`src/hw/rtl/aabb_ram.sv`:
```
// Generic simple dual-port RAM with one write port and a registered read port.
// No dependencies.
module aabb_ram #(
   parameter int WIDTH = 8,
   parameter int DEPTH = 16
) (
   input  logic                     clock,
   input  logic                     wr_en,
   input  logic [$clog2(DEPTH)-1:0] wr_addr,
   input  logic [WIDTH-1:0]         wr_data,
   input  logic [$clog2(DEPTH)-1:0] rd_addr,
   output logic [WIDTH-1:0]         rd_data
);

   logic [WIDTH-1:0] mem [DEPTH];

   always_ff @(posedge clock) begin
      if (wr_en) begin
         mem[wr_addr] <= wr_data;
      end
      rd_data <= mem[rd_addr];
   end

endmodule

```
`config.mk`:
```
export PLATFORM = sky130hd
export DESIGN_NAME = aabb_ram
export DESIGN_NICKNAME = d
export VERILOG_FILES = /design/src/hw/rtl/aabb_ram.sv
export SDC_FILE = /design/constraint.sdc
export NUM_CORES = 1
export LEC_CHECK = 0
export CAP_MARGIN = 20
export CORE_MARGIN = 1.5
export CORE_UTILIZATION = 29
export CTS_CLUSTER_DIAMETER = 100
export DETAILED_ROUTE_END_ITERATION = 6
export DONT_BUFFER_PORTS = 1
export GPL_TIMING_DRIVEN = 0
export PLACE_DENSITY = 0.42
export SLEW_MARGIN = 20
export SYNTH_ARGS = -nofsm -noshare
export SYNTH_HDL_FRONTEND = slang
export SYNTH_SLANG_ARGS = --single-unit
```
`constraint.sdc`:
```
create_clock -name clock -period 2.2 [get_ports clock]
set_input_delay 0.44 -clock clock [delete_from_list [all_inputs] [get_ports clock]]
set_output_delay 0.44 -clock clock [all_outputs]
set_load 0.005 [all_outputs]
```
# [After elaboration in Yosys (flattened, before gate mapping)]
# Memories as Yosys holds them, arrays and structs flattened. A register that Yosys moved wholly into a read port is not among the register bits.
# Index checks and enable logic that the tools add are counted.
[word_totals] ff_bits=0 ramBits=128 in_bits=18 wordCells=3 mem_count=1
[mem_list] memory="mem" words=16 word_bits=8 rd=1 rd_ports_with_merged_regs=1 write_ports=1 line_no="15" text="logic [WIDTH-1:0] mem [DEPTH];"
[classes] muxes=2
[op_table] operator="1-bit two-way mux" n=2

# [Logic depth before layout (Yosys ltp)]
# Gate-level depths: netlist of run 1.
[logic_depth] depth_word=2 ltp_mapped=5 depth_no_buf=3

# [Least setup slack after synthesis of run 1]
# Ideal clock, no wire load.
[synth_path] path_type="in2reg" from="in wr_addr[2]" to="mem mem[0][0] (enable)" setup_time_ns=0.383 t_arrival_ns=1.550 required_time_ns=1.817 slack_ns=0.267 path_stages=2 cell_sequence="or3b_2 nor3_1"
[synth_lines] element="from (decl)" line_no="9" text="input logic [$clog2(DEPTH)-1:0] wr_addr,"
[synth_lines] element="to (decl)" line_no="15"
# Straight into the memory's write port.

# [Worst setup path after layout of run 1]
[layout_path] from="in wr_addr[2]" to="mem mem[3][1] (enable)"
# Straight into the memory's write port.

==> flow_summary.toml, run 1 <==
[grt]
grt_pass1_wl_mm = 16.5
overflow = 0
first_global_vias = 2457
grt_usage_pct = 13.4
grt_start_max_net_pins = 17
antenna_found_initial = 0

[clocking]
cts_post_setup_buffers_inserted = 0
clock_path_buffers = 2
cts.reportedPaths.clkPinSlew_ns = 0.06
cts_resized = 0
worst_skew_pair.late_latency_ns = 0.41
clock_tree.root_cell = "clkbuf_16"
cts_hold_buf = 0
clock_sinks = 136
htree_levels = 4
cts_made_buffers = 17
cts_tree = "yes"

[synthesis]
yosysWarnings = 0
synth_top_area_share_pct = 74.7
synthFlopType = "edfxtp_1"
synthTopCellsByArea = "edfxtp_1 75%, mux4_2 7.9%, mux4_1 7.1%"
netlist_top_cells_count = "128 x edfxtp_1, 18 x mux4_2, 16 x a22oi_1, 14 x mux4_1, 13 x nor2_1"
async_flop_share_pct = 0
synthCells = 229
avgSynthCellArea_um2 = 22.5
yosysUniqueCellTypes = 19
synth-seq-cells = 136
synth-seq-area-share_pct = 77.8
syn-cell-area_um2 = 5150
synth.most_common_cell = "edfxtp_1"
syn_nets = 247
synth-edff-count = 128
synth.largest_area_cell = "edfxtp_1"

[place]
port_buffers = 0
place_area_um2 = 5480
pre_cts_ws_ns = 0.0198
gp_congestion = 0.678
hpwl_mm = 7.23

[final_layout]
nFillCells = 1612
synthToLayoutAreaGrowth_pct = 18.3
fin_util_pct = 35.2
finish.instance_area_um2 = 6090
antenna_cells = 0
drive_gt1_share_pct = 25.4
nets = 270

[sta]
fin_crit_sh_pct = 77.5
period_needed_ns = 1.71
timing.fmax_mhz = 586
fin_skew_ns = 0.00502
tightest_slew_ns = 1.00
timing.hold.ws_ns = 0.117
setup_viol = 0
rsz0062_at_grt = "no"
slew_violations = 0
worst_slack_ns = 0.494
hold_viol_final = 0
relSlewSlack_pct = 32.9

[power_and_ir_drop]
power.switching_uw = 1160
clkPwrFrac_pct = 48.2
swShare_pct = 19.2
cellInternalPower_uw = 4870
p_leak_uw = 0.00197
vdd.ir_drop.worst_mv = 0.504
power_uw = 6030
power_density_nw_per_um2 = 990
seqPwrFrac_pct = 48.4
combPwrFrac_pct = 3.4

[floorplan]
initial_core_util_pct = 29.8
ios = 26
die_w_um = 136
dieArea_um2 = 18600
fp.coreArea_um2 = 17300
std_cell_rows = 48
die_h_um = 136

[run_status]
status = "complete, no violations"

[worst_setup_path]
startpoint_type = "primary input"
crit_chain = "or3b_2 > nor2_1"
cpPeakStageDelay_ns = 0.78
worst-path-max-fanout = 8
cpMaxStageDelayCell = "nor2_1"
critPathRequiredTime_ns = 2.23
r2r_slack_ns = 0.68
cp-end-kind = "flop"
worstRegToRegCells = 3
r2r-end = "rd_data[4]$_DFF_P_"
crit_buf_inv = 0
cp.arrival_ns = 1.74
crit_family = "simple AND/OR/NAND/NOR gates"
crit_type = "primary input to flop"
critPathLaunch = "wr_addr[2]"
r2r_start = "mem[9][4]$_DFFE_PP_"

[hold_path]
hold_path_end = "mem[9][5]$_DFFE_PP_"
hp-class = "primary input to flop"
hold-path-cell-count = 0
hold_path_startpoint = "wr_data[5]"

[drt]
drt_iter0_drc = 163
route.detailed.drc = 0
drt_wl_total_mm = 11.1
dr.pass1.iters = 5
postRouteAntennaNets = 0
detail_route.wl_per_cell_um = 22.8
vias_per_cell = 4.73
num_vias = 2311

[job]
cap_violations = 0
power by group through the flow:
stage	Combinational (µW)	Clock (µW)	Sequential [µW]
global placement	213	0	2970
floorplan	147	0	2960
global route	226	3070	2920
detailed placement	214	0	2970
CTS	215	2970	2920
finish	208	2910	2920
routing by layer:
metal  routed length, µm  up-vias  GRT usage, %  part of all wire (%)
met5                   0        -             0                     0
met4                 183        0          5.50                   1.6
met3                 584       12          4.10                   5.2
met2                5080       58          19.0                    46
met1                5280     1221          19.0                    47
li1                    -     1020             -                     -
state kept, by name, indices dropped and copies added, names as in the netlist:
name / flops
mem: 128
rd_data: 8
how the worst max path moves through the flow:
stage / endpoint / slack [ns] / cells after the start
finish: mem[3][1]$_DFFE_PP_ / 0.49 / 2
detailed placement: mem[2][1]$_DFFE_PP_ / 0.02 / 2
global route: mem[2][1]$_DFFE_PP_ / 0.41 / 2
CTS: mem[2][1]$_DFFE_PP_ / 0.46 / 2
floorplan: mem[0][0]$_DFFE_PP_ / 0.27 / 2
global placement: mem[0][7]$_DFFE_PP_ / -0.46 / 2
stage by stage:
stage               TNS [ns]  instances
finish                     0        489
global route               0        489
CTS                        0        489
detailed placement         0        458
global placement       -5.30        454
floorplan                  0        229
cells in the final DEF, fill, tap and decap left out, types with 2 or more instances in the layout:
cell type / instances
clkinv_2: 5
nand3b_1: 2
a22oi_1: 16
clkdlybuf4s25_2: 3
clkinv_4: 3
buf_2: 3
nand2b_1: 2
buf_6: 3
bufinv_16: 4
edfxtp_1: 128
mux4_1: 14
clkbuf_16: 17
nand2_1: 9
buf_4: 5
mux4_2: 18
dfxtp_1: 8
nor3_2: 4
nor2_1: 13
cells by family after synthesis:
kind of cell | count (synthesis) | synth area share (%)
AOI/OAI and AO/OA | 16 | 2.33
buffers and inverters | 10 | 1.68
DFF | 136 | 77.8
muxes | 32 | 15.0
and+or+nand+nor | 35 | 3.18
cell type report:
| type | instances | area [µm²] | share of cell area, % |
|---|---|---|---|
| Clock buffer | 17 | 425 | 6.99 |
| Timing Repair Buffer | 4 | 30.0 | 0.493 |
| Buffer | 10 | 86.3 | 1.42 |
| Tap cell | 225 | 282 | 4.62 |
| Clock inverter | 14 | 183 | 3.00 |
| Sequential cell | 136 | 4000 | 65.8 |
| Multi-Input combinational cell | 83 | 1080 | 17.7 |
Power figures use the tool's default switching activity.
==> run 2: changes to the inputs <==
--- a/config.mk
+++ b/config.mk
@@ -5,6 +5,7 @@
 export SDC_FILE = /design/constraint.sdc
 export NUM_CORES = 1
 export LEC_CHECK = 0
+export ABC_AREA = 1
 export CAP_MARGIN = 20
 export CORE_MARGIN = 1.5
 export CORE_UTILIZATION = 29
==> constraint.sdc (replaced) <==
create_clock -name clock -period 1.8 [get_ports clock]
set_input_delay 0.36 -clock clock [delete_from_list [all_inputs] [get_ports clock]]
set_output_delay 0.36 -clock clock [all_outputs]
set_load 0.005 [all_outputs]
==> run 2 against run 1 <==
Combinational power rose by 80%; power rose by 19%; sequential share of layout area fell by 5.5 points; synthesized cell count rose by 140%; die area rose by 12%; critical path type unchanged; highest routed layer unchanged.
==> flow_summary.toml, run 2 <==
[final_layout]
largest_reg_flops = 128
antenna_cells = 0
synthToLayoutAreaGrowth_pct = 15.2
nets = 588
final_common_cell = "nand2_1"
finalNonFillerCells = 848
layout_common_cells = "173 x nand2_1, 128 x edfxtp_1, 100 x inv_1"
regMostFlops = "mem"
drive_gt1_share_pct = 8.58
reg.largest.list = "mem (128), rd_data (8)"

[worst_setup_path]
critPathLaunch = "wr_addr[3]"
crit_buf_inv = 0
crit_family = "simple AND/OR/NAND/NOR gates"
startpoint_type = "primary input"
cpMaxStageDelayCell = "nor2_1"
crit_path_end = "mem[4][0]$_DFFE_PP_"
crit_type = "primary input to flop"
r2r_start = "mem[6][0]$_DFFE_PP_"
critPathRequiredTime_ns = 1.84
cp-end-kind = "flop"
worstRegToRegCells = 6
worst-path-max-fanout = 8
cpPeakStageDelay_ns = 0.83
r2r-end = "rd_data[0]$_DFF_P_"
cp.arrival_ns = 1.46
cp_num_cells = 2
r2r_slack_ns = 0.67
crit_chain = "nand3b_1 > nor2_1"

[sta]
rsz0062_at_grt = "no"
slew_violations = 0
tightest_slew_ns = 1.02
fin_crit_sh_pct = 78.9
fin_skew_ns = 0.00433
setup_viol = 0
timing.fmax_mhz = 704
hold_viol_final = 0
relSlewSlack_pct = 31.6
period_needed_ns = 1.42
tns_ns = 0

[grt]
first_global_vias = 3418
antenna_found_initial = 0
overflow = 0
grt_start_max_net_pins = 17
grt_pass1_wl_mm = 22.4
grt_usage_pct = 15.7

[synthesis]
synthTopCellsByArea = "edfxtp_1 67%, nand2_1 11%, nand3_1 8.4%"
synthFlopType = "edfxtp_1"
syn_nets = 569
synthCells = 551
avgSynthCellArea_um2 = 10.5
netlist_top_cells_count = "173 x nand2_1, 128 x edfxtp_1, 100 x inv_1, 97 x nand3_1, 17 x nor2_1"
async_flop_share_pct = 0
yosysUniqueCellTypes = 12
synth.largest_area_cell = "edfxtp_1"
synth_top_area_share_pct = 66.7
synth-edff-count = 128
yosysWarnings = 0
syn-cell-area_um2 = 5770
synth-seq-cells = 136
synth.most_common_cell = "nand2_1"
synth-seq-area-share_pct = 69.4

[place]
hpwl_mm = 10.2
port_buffers = 0
dp_cells = 816
gp_congestion = 0.865

[power_and_ir_drop]
cellInternalPower_uw = 5650
power_density_nw_per_um2 = 1080
clkPwrFrac_pct = 45.2
combPwrFrac_pct = 5.2
vdd.ir_drop.worst_mv = 0.623
p_leak_uw = 0.00279
seqPwrFrac_pct = 49.6
swShare_pct = 21.4
power.switching_uw = 1540
power_uw = 7190

[clocking]
clock_tree.root_cell = "clkbuf_16"
cts_resized = 0
cts_post_setup_buffers_inserted = 0
htree_levels = 4
clock_path_buffers = 2
cts_tree = "yes"
cts.reportedPaths.clkPinSlew_ns = 0.06
cts_made_buffers = 17
cts_hold_buf = 0
clock_sinks = 136
worst_skew_pair.late_latency_ns = 0.42

[hold_path]
hold-path-cell-count = 0
hp-class = "primary input to flop"

[floorplan]
dieArea_um2 = 20700
die_w_um = 144
die_h_um = 144
fp.coreArea_um2 = 19500
ios = 26
std_cell_rows = 51
initial_core_util_pct = 29.6

[drt]
dr.pass1.iters = 5
postRouteAntennaNets = 0
num_vias = 3638
drt_iter0_drc = 307
route.detailed.drc = 0
drt_wl_total_mm = 15.2
vias_per_cell = 4.29
detail_route.wl_per_cell_um = 17.9

[run_status]
status = "complete, no violations"

[job]
cap_violations = 0
## run 2: cell types whose count changed after synthesis, moves of 10 or more
| cell | previous run | this run |
|---|---|---|
| nand2_1 | 9 | 173 |
| inv_1 | 0 | 100 |
| nand3_1 | 1 | 97 |
| mux4_2 | 18 | 0 |
| a22oi_1 | 16 | 0 |
| mux4_1 | 14 | 0 |
| buf_2 | 3 | 13 |
## run 2: routing by layer
metal | wire [µm] | GRT usage (%) | vias up | part of all wire, %
li1 | - | - | 1815 | -
met1 | 7190 | 21.8 | 1714 | 47
met2 | 7000 | 24.0 | 96 | 46
met3 | 781 | 4.24 | 13 | 5.2
met4 | 183 | 4.83 | 0 | 1.2
met5 | 0 | 0 | - | 0
## run 2: cells by family after synthesis
group | count (synthesis) | share of synthesized area [%]
buf+inv | 126 | 9.52
flops | 136 | 69.4
simple gates | 289 | 21.0
## run 2: how the worst min path moves through the flow
stage / from / to / slack, ns
final: wr_data[4] / mem[14][4]$_DFFE_PP_ / 0.03
after global routing: wr_data[0] / mem[15][0]$_DFFE_PP_ / 0.01
after CTS: wr_data[0] / mem[15][0]$_DFFE_PP_ / 0.02
after detailed placement: wr_data[1] / mem[7][1]$_DFFE_PP_ / 0.46
after global placement: wr_data[1] / mem[7][1]$_DFFE_PP_ / 0.46
after floorplan: wr_data[0] / mem[0][0]$_DFFE_PP_ / 0.46
## run 2: worst register-to-register path, cell delays in order, from the launching register on
cell and delay, ns:
edfxtp_1 0.39, inv_1 0.07, nand2_1 0.05, nand3_1 0.10
nand3_1 0.12, nand3_1 0.19, nand2_1 0.10
## run 2: area by class of cell
class / count / area, µm²
clock inverters: 13 / 111
inverters: 102 / 383
clock buffers: 19 / 433
well taps: 265 / 332
fillers: 1967 / 12800
plain buffers: 24 / 166
flip-flops and latches: 136 / 4000
multi-input cells: 289 / 1210
## run 2: power by group through the flow
stage / clock, µW / combinational, µW / sequential (µW)
after floorplan: 0 / 250 / 3630
after global placement: 0 / 376 / 3630
after detailed placement: 0 / 376 / 3630
after CTS: 3300 / 377 / 3570
after global routing: 3430 / 413 / 3570
final: 3250 / 375 / 3570
## run 2: metrics by stage
| step | cell area (µm²) | hold WS, ns | utilization (%) | setup slack (ns) |
|---|---|---|---|---|
| global route | 6640 | 0.0105 | 34.1 | 0.364 |
| detailed placement | 6100 | 0.460 | 31.3 | -0.0668 |
| finish | 6640 | 0.0340 | 34.1 | 0.379 |
| global placement | 6100 | 0.460 | 31.3 | -0.0248 |
| floorplan | 5770 | 0.459 | - | 0.489 |
| CTS | 6640 | 0.0204 | 34.1 | 0.379 |
