<file path="config.mk">
export PLATFORM = sky130hd
export DESIGN_NAME = aabb_div
export DESIGN_NICKNAME = d
export VERILOG_FILES = /design/src/hw/rtl/aabb_pkg.sv /design/src/hw/rtl/aabb_div.sv
export SDC_FILE = /design/constraint.sdc
export NUM_CORES = 1
export LEC_CHECK = 0
export ABC_AREA = 1
export BUFFER_PORTS_ARGS = -buffer_cell sky130_fd_sc_hd__buf_4
export CELL_PAD_IN_SITES_DETAIL_PLACEMENT = 1
export CELL_PAD_IN_SITES_GLOBAL_PLACEMENT = 1
export CORE_MARGIN = 2
export CORE_UTILIZATION = 30
export CTS_BUF_LIST = sky130_fd_sc_hd__clkbuf_4 sky130_fd_sc_hd__clkbuf_8 sky130_fd_sc_hd__clkbuf_16
export CTS_CLUSTER_DIAMETER = 50
export DETAILED_ROUTE_END_ITERATION = 7
export GPL_TIMING_DRIVEN = 0
export HOLD_SLACK_MARGIN = 0.1
export PLACE_DENSITY = 0.7
export SETUP_SLACK_MARGIN = 0.15
export SYNTH_ARGS = -nofsm -noshare
export SYNTH_HDL_FRONTEND = slang
export SYNTH_SLANG_ARGS = --single-unit
export TNS_END_PERCENT = 100
</file>
<file path="constraint.sdc">
create_clock -name clock -period 8.56 [get_ports clock]
set_clock_uncertainty 0.2 [all_clocks]
set_input_delay 1.712 -clock clock [delete_from_list [all_inputs] [get_ports clock]]
set_output_delay 1.712 -clock clock [all_outputs]
set_load 0.1 [all_outputs]
</file>
<file path="src/hw/rtl/aabb_pkg.sv">
// Shared types and constants of the box collision block.
// No dependencies; used by the top level, the divider and the checker.
package aabb_pkg;

   localparam int MAX_OBJECTS = 16;
   localparam int IDX_W       = $clog2(MAX_OBJECTS);
   localparam int CNT_W       = $clog2(MAX_OBJECTS + 1);

   localparam int REQ_DATA_W = 304;
   localparam int REQ_USER_W = 3;
   localparam int RSP_DATA_W = 136;

   localparam int DIV_NUM_W = 84;
   localparam int DIV_DEN_W = 49;
   localparam int DIV_CNT_W = $clog2(DIV_NUM_W + 1);

   localparam logic       OP_LOAD     = 1'b0;
   localparam logic       OP_RUN      = 1'b1;
   localparam logic [1:0] KIND_KIN    = 2'd0;
   localparam logic [1:0] KIND_STATIC = 2'd1;

   // Index 0 of each pair is the x axis, index 1 the y axis.
   typedef struct packed {
      logic [1:0]        cancel;
      logic [16:0]       bounce;
      logic [1:0]        kind;
      logic [31:0]       mass;
      logic [1:0][31:0]  vel;
      logic [1:0][30:0]  ext;
      logic [1:0][31:0]  prev;
      logic [1:0][31:0]  pos;
   } obj_rec_type;

   typedef struct packed {
      logic                 start;
      logic [DIV_NUM_W-1:0] num;
      logic [DIV_DEN_W-1:0] den;
   } div_req_type;

   typedef struct packed {
      logic                 done;
      logic [DIV_NUM_W-1:0] quo;
   } div_rsp_type;

endpackage

</file>
<file path="src/hw/rtl/aabb_div.sv">
// Restoring divider, one quotient bit per cycle, rounded to nearest.
// Depends on aabb_pkg.
module aabb_div (
   input  logic                  clock,
   input  logic                  reset,
   input  aabb_pkg::div_req_type req,
   output aabb_pkg::div_rsp_type rsp
);
   import aabb_pkg::*;

   typedef enum logic [1:0] {ST_IDLE, ST_RUN, ST_ROUND} state_type;

   state_type              state_ff;
   logic [DIV_NUM_W-1:0]   num_ff;
   logic [DIV_DEN_W-1:0]   den_ff;
   logic [DIV_DEN_W-1:0]   rem_ff;
   logic [DIV_CNT_W-1:0]   cnt_ff;
   logic                   done_ff;
   logic [DIV_NUM_W-1:0]   quo_ff;

   logic [DIV_DEN_W:0]     rem_sh;
   logic                   fits;
   logic                   round_up;

   always_comb begin
      rem_sh   = {rem_ff, num_ff[DIV_NUM_W-1]};
      fits     = rem_sh >= {1'b0, den_ff};
      round_up = {rem_ff, 1'b0} >= {1'b0, den_ff};
   end

   always_ff @(posedge clock) begin
      if (reset) begin
         state_ff <= ST_IDLE;
         done_ff  <= 1'b0;
      end else begin
         done_ff <= 1'b0;
         case (state_ff)
            ST_IDLE: begin
               if (req.start) begin
                  num_ff   <= req.num;
                  den_ff   <= req.den;
                  rem_ff   <= '0;
                  cnt_ff   <= DIV_CNT_W'(DIV_NUM_W);
                  state_ff <= ST_RUN;
               end
            end
            ST_RUN: begin
               // The numerator register shifts out dividend bits and takes in quotient bits.
               rem_ff <= fits ? DIV_DEN_W'(rem_sh - {1'b0, den_ff}) : rem_sh[DIV_DEN_W-1:0];
               num_ff <= {num_ff[DIV_NUM_W-2:0], fits};
               cnt_ff <= cnt_ff - 1'b1;
               if (cnt_ff == DIV_CNT_W'(1)) begin
                  state_ff <= ST_ROUND;
               end
            end
            ST_ROUND: begin
               quo_ff   <= num_ff + DIV_NUM_W'(round_up);
               done_ff  <= 1'b1;
               state_ff <= ST_IDLE;
            end
            default: state_ff <= ST_IDLE;
         endcase
      end
   end

   assign rsp.done = done_ff;
   assign rsp.quo  = quo_ff;

endmodule

</file>
# After elaboration in Yosys (flattened, before gate mapping)

Index checks and enable logic that the tools add are counted.
W data, S select, Z words.

Register bits: 276
Input bits: 136
Output and inout bits: 85
Word-level logic and storage cells: 35

Add/subtract/negate cells: 3
$lt $le $gt $ge: 2
Eq/ne operators: 5
Multiplexer cells: 11
Bitwise gates (word level): 1
Reduce and logical (&&, ||, !) cells: 6

Operators with widths:

| cell                  | number |
|---|---|
| $pmux W84 S2          | 1 |
| $ge A50 B49 Y1        | 2 |
| $mux W49              | 2 |
| $pmux W49 S2          | 1 |
| $add A84 B1 Y84       | 1 |
| $mux W84              | 1 |
| $sub A49 B49 Y49      | 1 |
| $pmux W7 S2           | 1 |
| $eq A7 B1 Y1 const B  | 1 |
| $mux W7               | 1 |
| $sub A7 B1 Y7 const B | 1 |
| $reduce_and A3 Y1     | 2 |
| $mux W2               | 2 |
| $ne A2 B2 Y1 const B  | 2 |
| $pmux W2 S2           | 1 |
| $reduce_and A2 Y1     | 2 |
| $eq A2 B1 Y1 const B  | 1 |
| $eq A2 B2 Y1 const B  | 1 |
| $logic_not A2 Y1      | 1 |
| $reduce_bool A2 Y1    | 1 |
| $mux W1               | 1 |
| $not A1 Y1            | 1 |

# Depth between registers and ports, before layout

Word-level depth: 3
Mapped depth: 25
Gate-level depth less buffers: 25

# Worst setup path before layout

OpenSTA, ideal clock, no wires.

Path kind: input-to-reg
Start point: input reset
End point: register cnt_ff[0], enable pin
Library setup time: 642 ps
Arrival time: 7846 ps
Setup slack: -127 ps
Stages: 2
Path through: or2_2 nor2_1

Cells in the longest elaborated chain, start to end: 2

RTL lines:

| what                        | line           | text |
|---|---|---|
| start, declared             | aabb_div.sv:5  | `input logic reset,` |
| $not A1 Y1 (no line)        | -              |  |
| $reduce_and A3 Y1 (no line) | -              |  |
| end signal, assigned        | aabb_div.sv:43 | `cnt_ff <= DIV_CNT_W'(DIV_NUM_W);` |
| end signal, assigned        | aabb_div.sv:51 | `cnt_ff <= cnt_ff - 1'b1;` |
| end, declared               | aabb_div.sv:17 | `logic [DIV_CNT_W-1:0] cnt_ff;` |

No other way between the ends.
A chain may end at the register's enable or synchronous reset.

# Worst setup path in the final report

Start point: register rem_ff[29]
End point: register quo_ff[62] (data pin)

Cells in the longest elaborated chain, start to end: 2

RTL lines:

| what                   | line           | text |
|---|---|---|
| start, declared        | aabb_div.sv:16 | `logic [DIV_DEN_W-1:0] rem_ff;` |
| start signal, assigned | aabb_div.sv:49 | `rem_ff <= fits ? DIV_DEN_W'(rem_sh - {1'b0, den_ff}) : rem_sh[DIV_DEN_W-1:0];` |
| $ge A50 B49 Y1         | aabb_div.sv:28 | `round_up = {rem_ff, 1'b0} >= {1'b0, den_ff};` |
| $add A84 B1 Y84        | aabb_div.sv:57 | `quo_ff <= num_ff + DIV_NUM_W'(round_up);` |
| end signal, assigned   | aabb_div.sv:57 |  |
| end, declared          | aabb_div.sv:19 | `logic [DIV_NUM_W-1:0] quo_ff;` |

No other way between the ends.

==> impl_metrics.prom <==
# TYPE chip_impl_metric gauge
chip_impl_info{name="run_status",value="completed"} 1
chip_impl_metric{name="clock_tree.htree_level_count",unit=""} 2
chip_impl_metric{name="tritoncts.num_buffers",unit=""} 38
chip_impl_metric{name="switching_power",unit="µW"} 1120
chip_impl_metric{name="antenna_cells",unit=""} 0
chip_impl_metric{name="worst_skew_pair.late_latency",unit="ns"} 0.56
chip_impl_info{name="r2r-start",value="rem_ff[29]"} 1
chip_impl_metric{name="share_comb_of_total_power",unit=""} 0.169
chip_impl_metric{name="floorplan.die.height",unit="µm"} 246
chip_impl_metric{name="synth_area",unit="µm²"} 17600
chip_impl_info{name="worst-setup-path-type",value="register to register"} 1
chip_impl_metric{name="cts.reportedPaths.clkPinSlew",unit="ns"} 0.05
chip_impl_metric{name="timing.critical_path.arrival",unit="ns"} 4.80
chip_impl_metric{name="first_global_vias",unit=""} 16304
chip_impl_metric{name="worst_tran_pin_value",unit="ns"} 0.941
chip_impl_metric{name="total_leakage_power",unit="µW"} 0.00990
chip_impl_metric{name="hold_viol",unit=""} 0
chip_impl_metric{name="setup_total_negative_slack",unit="ns"} 0
chip_impl_metric{name="timing.final.max_slew_violations",unit=""} 0
chip_impl_metric{name="max_freq",unit="GHz"} 0.212
chip_impl_metric{name="core.rowCount",unit=""} 88
chip_impl_metric{name="first_iter_violations",unit=""} 961
chip_impl_metric{name="cell_internal_pwr",unit="µW"} 2780
chip_impl_info{name="clk_root_buffer_cell",value="clkbuf_16"} 1
chip_impl_metric{name="worstPathMaxFanout",unit=""} 6
chip_impl_info{name="yosys.area.top_type",value="edfxtp_1"} 1
chip_impl_metric{name="layout-area-overhead-vs-synth",unit="%"} 23.2
chip_impl_metric{name="post_synthesis_area_per_instance",unit="µm²"} 7.80
chip_impl_metric{name="layout-drive-gt1-share",unit=""} 0.146
chip_impl_metric{name="floorplan.initialDensity",unit=""} 0.304
chip_impl_metric{name="via_count",unit=""} 15667
chip_impl_metric{name="global_route.usage.total",unit=""} 0.204
chip_impl_metric{name="power.ir.vdd_worst",unit="V"} 0.000143
chip_impl_metric{name="finalSetupViolCount",unit=""} 0
chip_impl_info{name="holdCritStartpoint",value="state_ff[1]"} 1
chip_impl_metric{name="synth_cell_types",unit=""} 41
chip_impl_metric{name="ys_warns",unit=""} 0
chip_impl_info{name="most_used_cell_cp",value="nand2_1"} 1
chip_impl_metric{name="globalRouteOverflowTotal",unit=""} 0
chip_impl_metric{name="vias_per_cell",unit=""} 4.73
chip_impl_metric{name="dr_wl_cell",unit="µm"} 18.8
chip_impl_metric{name="part_of_the_power_in_the_clock_network",unit=""} 0.416
chip_impl_metric{name="postSynthCellCount",unit=""} 2252
chip_impl_metric{name="drc",unit=""} 0
chip_impl_metric{name="timing.max_cap.violations",unit=""} 0
chip_impl_info{name="worst_setup_path_startpoint",value="rem_ff[29]"} 1
chip_impl_metric{name="design.final.nets",unit=""} 2710
chip_impl_metric{name="fillCellCount",unit=""} 7084
chip_impl_metric{name="fin_crit",unit="ns"} 4.71
chip_impl_info{name="critical_path.startpoint_type",value="register"} 1
chip_impl_metric{name="die-width",unit="µm"} 246
chip_impl_info{name="synth-main-ff-cell",value="edfxtp_1"} 1
chip_impl_metric{name="finalWeightedCongestion",unit=""} 0.920
chip_impl_metric{name="seqPwrFrac",unit=""} 0.415
chip_impl_metric{name="finalPower",unit="µW"} 3900
chip_impl_metric{name="pwrdens",unit="nW/µm²"} 180
chip_impl_metric{name="finalCoreUtilization",unit=""} 0.374
chip_impl_metric{name="wire_length_of_the_first_global_routing_pass",unit="mm"} 94.0
chip_impl_metric{name="totalWireLength",unit="mm"} 62.2
chip_impl_metric{name="placeableCoreArea",unit="µm²"} 57800
chip_impl_metric{name="antenna_found_initial",unit=""} 0
chip_impl_info{name="cts_tree",value="built"} 1
chip_impl_metric{name="multi_input_area",unit="µm²"} 7580
chip_impl_info{name="critPathSlowestCell",value="nor4_4"} 1
chip_impl_metric{name="relSlewSlack",unit=""} 0.373
chip_impl_metric{name="grt_max_degree",unit=""} 34
chip_impl_metric{name="dp.cells",unit=""} 3245
chip_impl_metric{name="synth-edff-count",unit=""} 273
chip_impl_metric{name="syn-num-nets",unit=""} 2442
chip_impl_metric{name="final-seq-area",unit="µm²"} 8260
chip_impl_metric{name="dp_hpwl",unit="mm"} 51.6
chip_impl_info{name="crit_chain",value="ha_1 -> nand2_1 -> nor2_1 -> inv_1 -> nor2_2 -> nand2_1 -> nor2_2 -> nand2_1 -> nand2_1 -> ha_1 -> ha_1 -> nand3_2 -> nor2_1 -> nand3_1 -> nor4_4 -> nand3_1 -> xor2_1"} 1
chip_impl_metric{name="synth.top_cell.area_share",unit=""} 0.467
chip_impl_metric{name="ctsLongestPathBuffers",unit=""} 3
chip_impl_metric{name="synth-seq-area-share",unit=""} 0.470
chip_impl_metric{name="cts_sinks",unit=""} 276
chip_impl_metric{name="ys_seq_elements",unit=""} 276
chip_impl_metric{name="synth_async_sr_flop_share",unit=""} 0
chip_impl_info{name="ys_top_cells_by_area",value="edfxtp_1 47%, nand2_1 16%, inv_1 8.6%"} 1
chip_impl_metric{name="post-cts-setup-buffers",unit=""} 0
chip_impl_metric{name="cts.repair.resized",unit=""} 0
chip_impl_metric{name="floorplan.die_area",unit="µm²"} 60500
chip_impl_metric{name="cp_peak_stage_delay",unit="ns"} 0.56
chip_impl_metric{name="ioPinCount",unit=""} 221
chip_impl_info{name="rsz_0062_raised_after_global_routing",value="no"} 1
chip_impl_metric{name="timing.critical_path.required",unit="ns"} 8.65
chip_impl_metric{name="io_buffers",unit=""} 220
chip_impl_metric{name="hold_buffers",unit=""} 0
chip_impl_metric{name="dr.pass1.iters",unit=""} 5
chip_impl_metric{name="drt.antenna.violating_nets",unit=""} 0
chip_impl_metric{name="swShare",unit=""} 0.287
chip_impl_info{name="critPathCaptureType",value="register"} 1
chip_impl_metric{name="finalCritPeriodShare",unit=""} 0.550
chip_impl_metric{name="final_cell_count_no_fill",unit=""} 3312
chip_impl_info{name="hold_class",value="register to register"} 1
-- cell type report --
type	count	area share
timing repair buffer	228	0.0841
clock buffer	45	0.0472
multi-input combinational	1527	0.350
tap	765	0.0442
inverter	415	0.0722
clock inverter	22	0.0117
sequential	276	0.382
buffer	34	0.00856
-- synthesized netlist by cell type, types with 2 or more instances --
| cell | count |
|---|---|
| and2_1 | 6 |
| or2_2 | 6 |
| nand3b_1 | 11 |
| xor2_1 | 102 |
| nor2_4 | 8 |
| a21oi_1 | 37 |
| inv_1 | 404 |
| nor4_1 | 16 |
| o21ai_1 | 17 |
| clkbuf_1 | 22 |
| ha_1 | 53 |
| inv_2 | 9 |
| nand4_1 | 50 |
| dfxtp_1 | 3 |
| nor3_2 | 2 |
| nor3_1 | 45 |
| nor2_2 | 16 |
| buf_6 | 5 |
| nand2_2 | 13 |
| nand2_1 | 726 |
| edfxtp_1 | 273 |
| nand3_1 | 84 |
| o21ai_0 | 70 |
| xnor2_1 | 2 |
| nor2_1 | 245 |
| buf_4 | 5 |
| o21bai_1 | 4 |
| nand3_2 | 5 |
-- kinds of logic (layout without fill, tap and decap cells) --
group,after synthesis,in the layout,share of synthesized area
AOI/OAI and AO/OA,131,131,0.0385
xor gates and xnor gates,104,104,0.0519
adders and majority gates,54,54,0.0389
buffers and inverters,449,744,0.0994
DFF,276,276,0.470
and+or+nand+nor,1238,1238,0.301
-- per-stage QoR --
stage	setup WS (ns)	instance area, µm²	hold slack (ns)
floorplan	2.25	17600	0.248
global placement	0.239	20200	0.275
detailed placement	3.91	20400	0.342
CTS	3.87	21600	0.350
global route	3.48	21600	0.382
finish	3.85	21600	0.349
-- worst max-delay path, delay by kind of cell, from the launching register on --
kind	cells	cell delay [ns]
DFF	1	0.40
adders and majority gates	3	0.95
xor gates and xnor gates	1	0.22
buffers and inverters	1	0.10
and+or+nand+nor	12	2.56
-- final timing paths --
kind           endpoint  slack [ns]  depth (start not counted)
max          quo_ff[62]        3.85                         17
min             done_ff        0.35                          2
max reg2reg  quo_ff[62]        3.85                         17
min reg2reg     done_ff        0.35                          2
-- power groups by stage --
stage          Sequential (µW)  Clock, µW  Combinational (µW)
3_5_place_dp              1640          0                 661
2_1_floorplan             1630          0                 415
4_1_cts                   1620       1660                 665
5_1_grt                   1620       1710                 743
6_report                  1620       1620                 659
3_3_place_gp              1650          0                 636
-- sequential cells by signal (all words and copies together), names as in the netlist --
register	flops
state_ff	2
num_ff	84
den_ff	49
rem_ff	49
quo_ff	84
cnt_ff	7
done_ff	1
-- layer usage --
layer	vias to the layer above	routed length (µm)	global-route usage
met4	0	1930	0.0661
met2	381	28000	0.325
li1	7690	-	-
met5	-	0	0
met3	96	3440	0.0386
met1	7500	28800	0.278
-- cell usage in the layout (no fill, tap or decap), types with 45 or more instances in the layout --
| cell type | Yosys | layout |
|---|---|---|
| nor2_1 | 245 | 242 |
| nand4_1 | 50 | 50 |
| edfxtp_1 | 273 | 273 |
| xor2_1 | 102 | 102 |
| nand3_1 | 84 | 84 |
| ha_1 | 53 | 53 |
| inv_1 | 404 | 404 |
| nor3_1 | 45 | 45 |
| o21ai_0 | 70 | 70 |
| buf_4 | 5 | 225 |
| nand2_1 | 726 | 726 |
(Power assumes the default switching activity.)
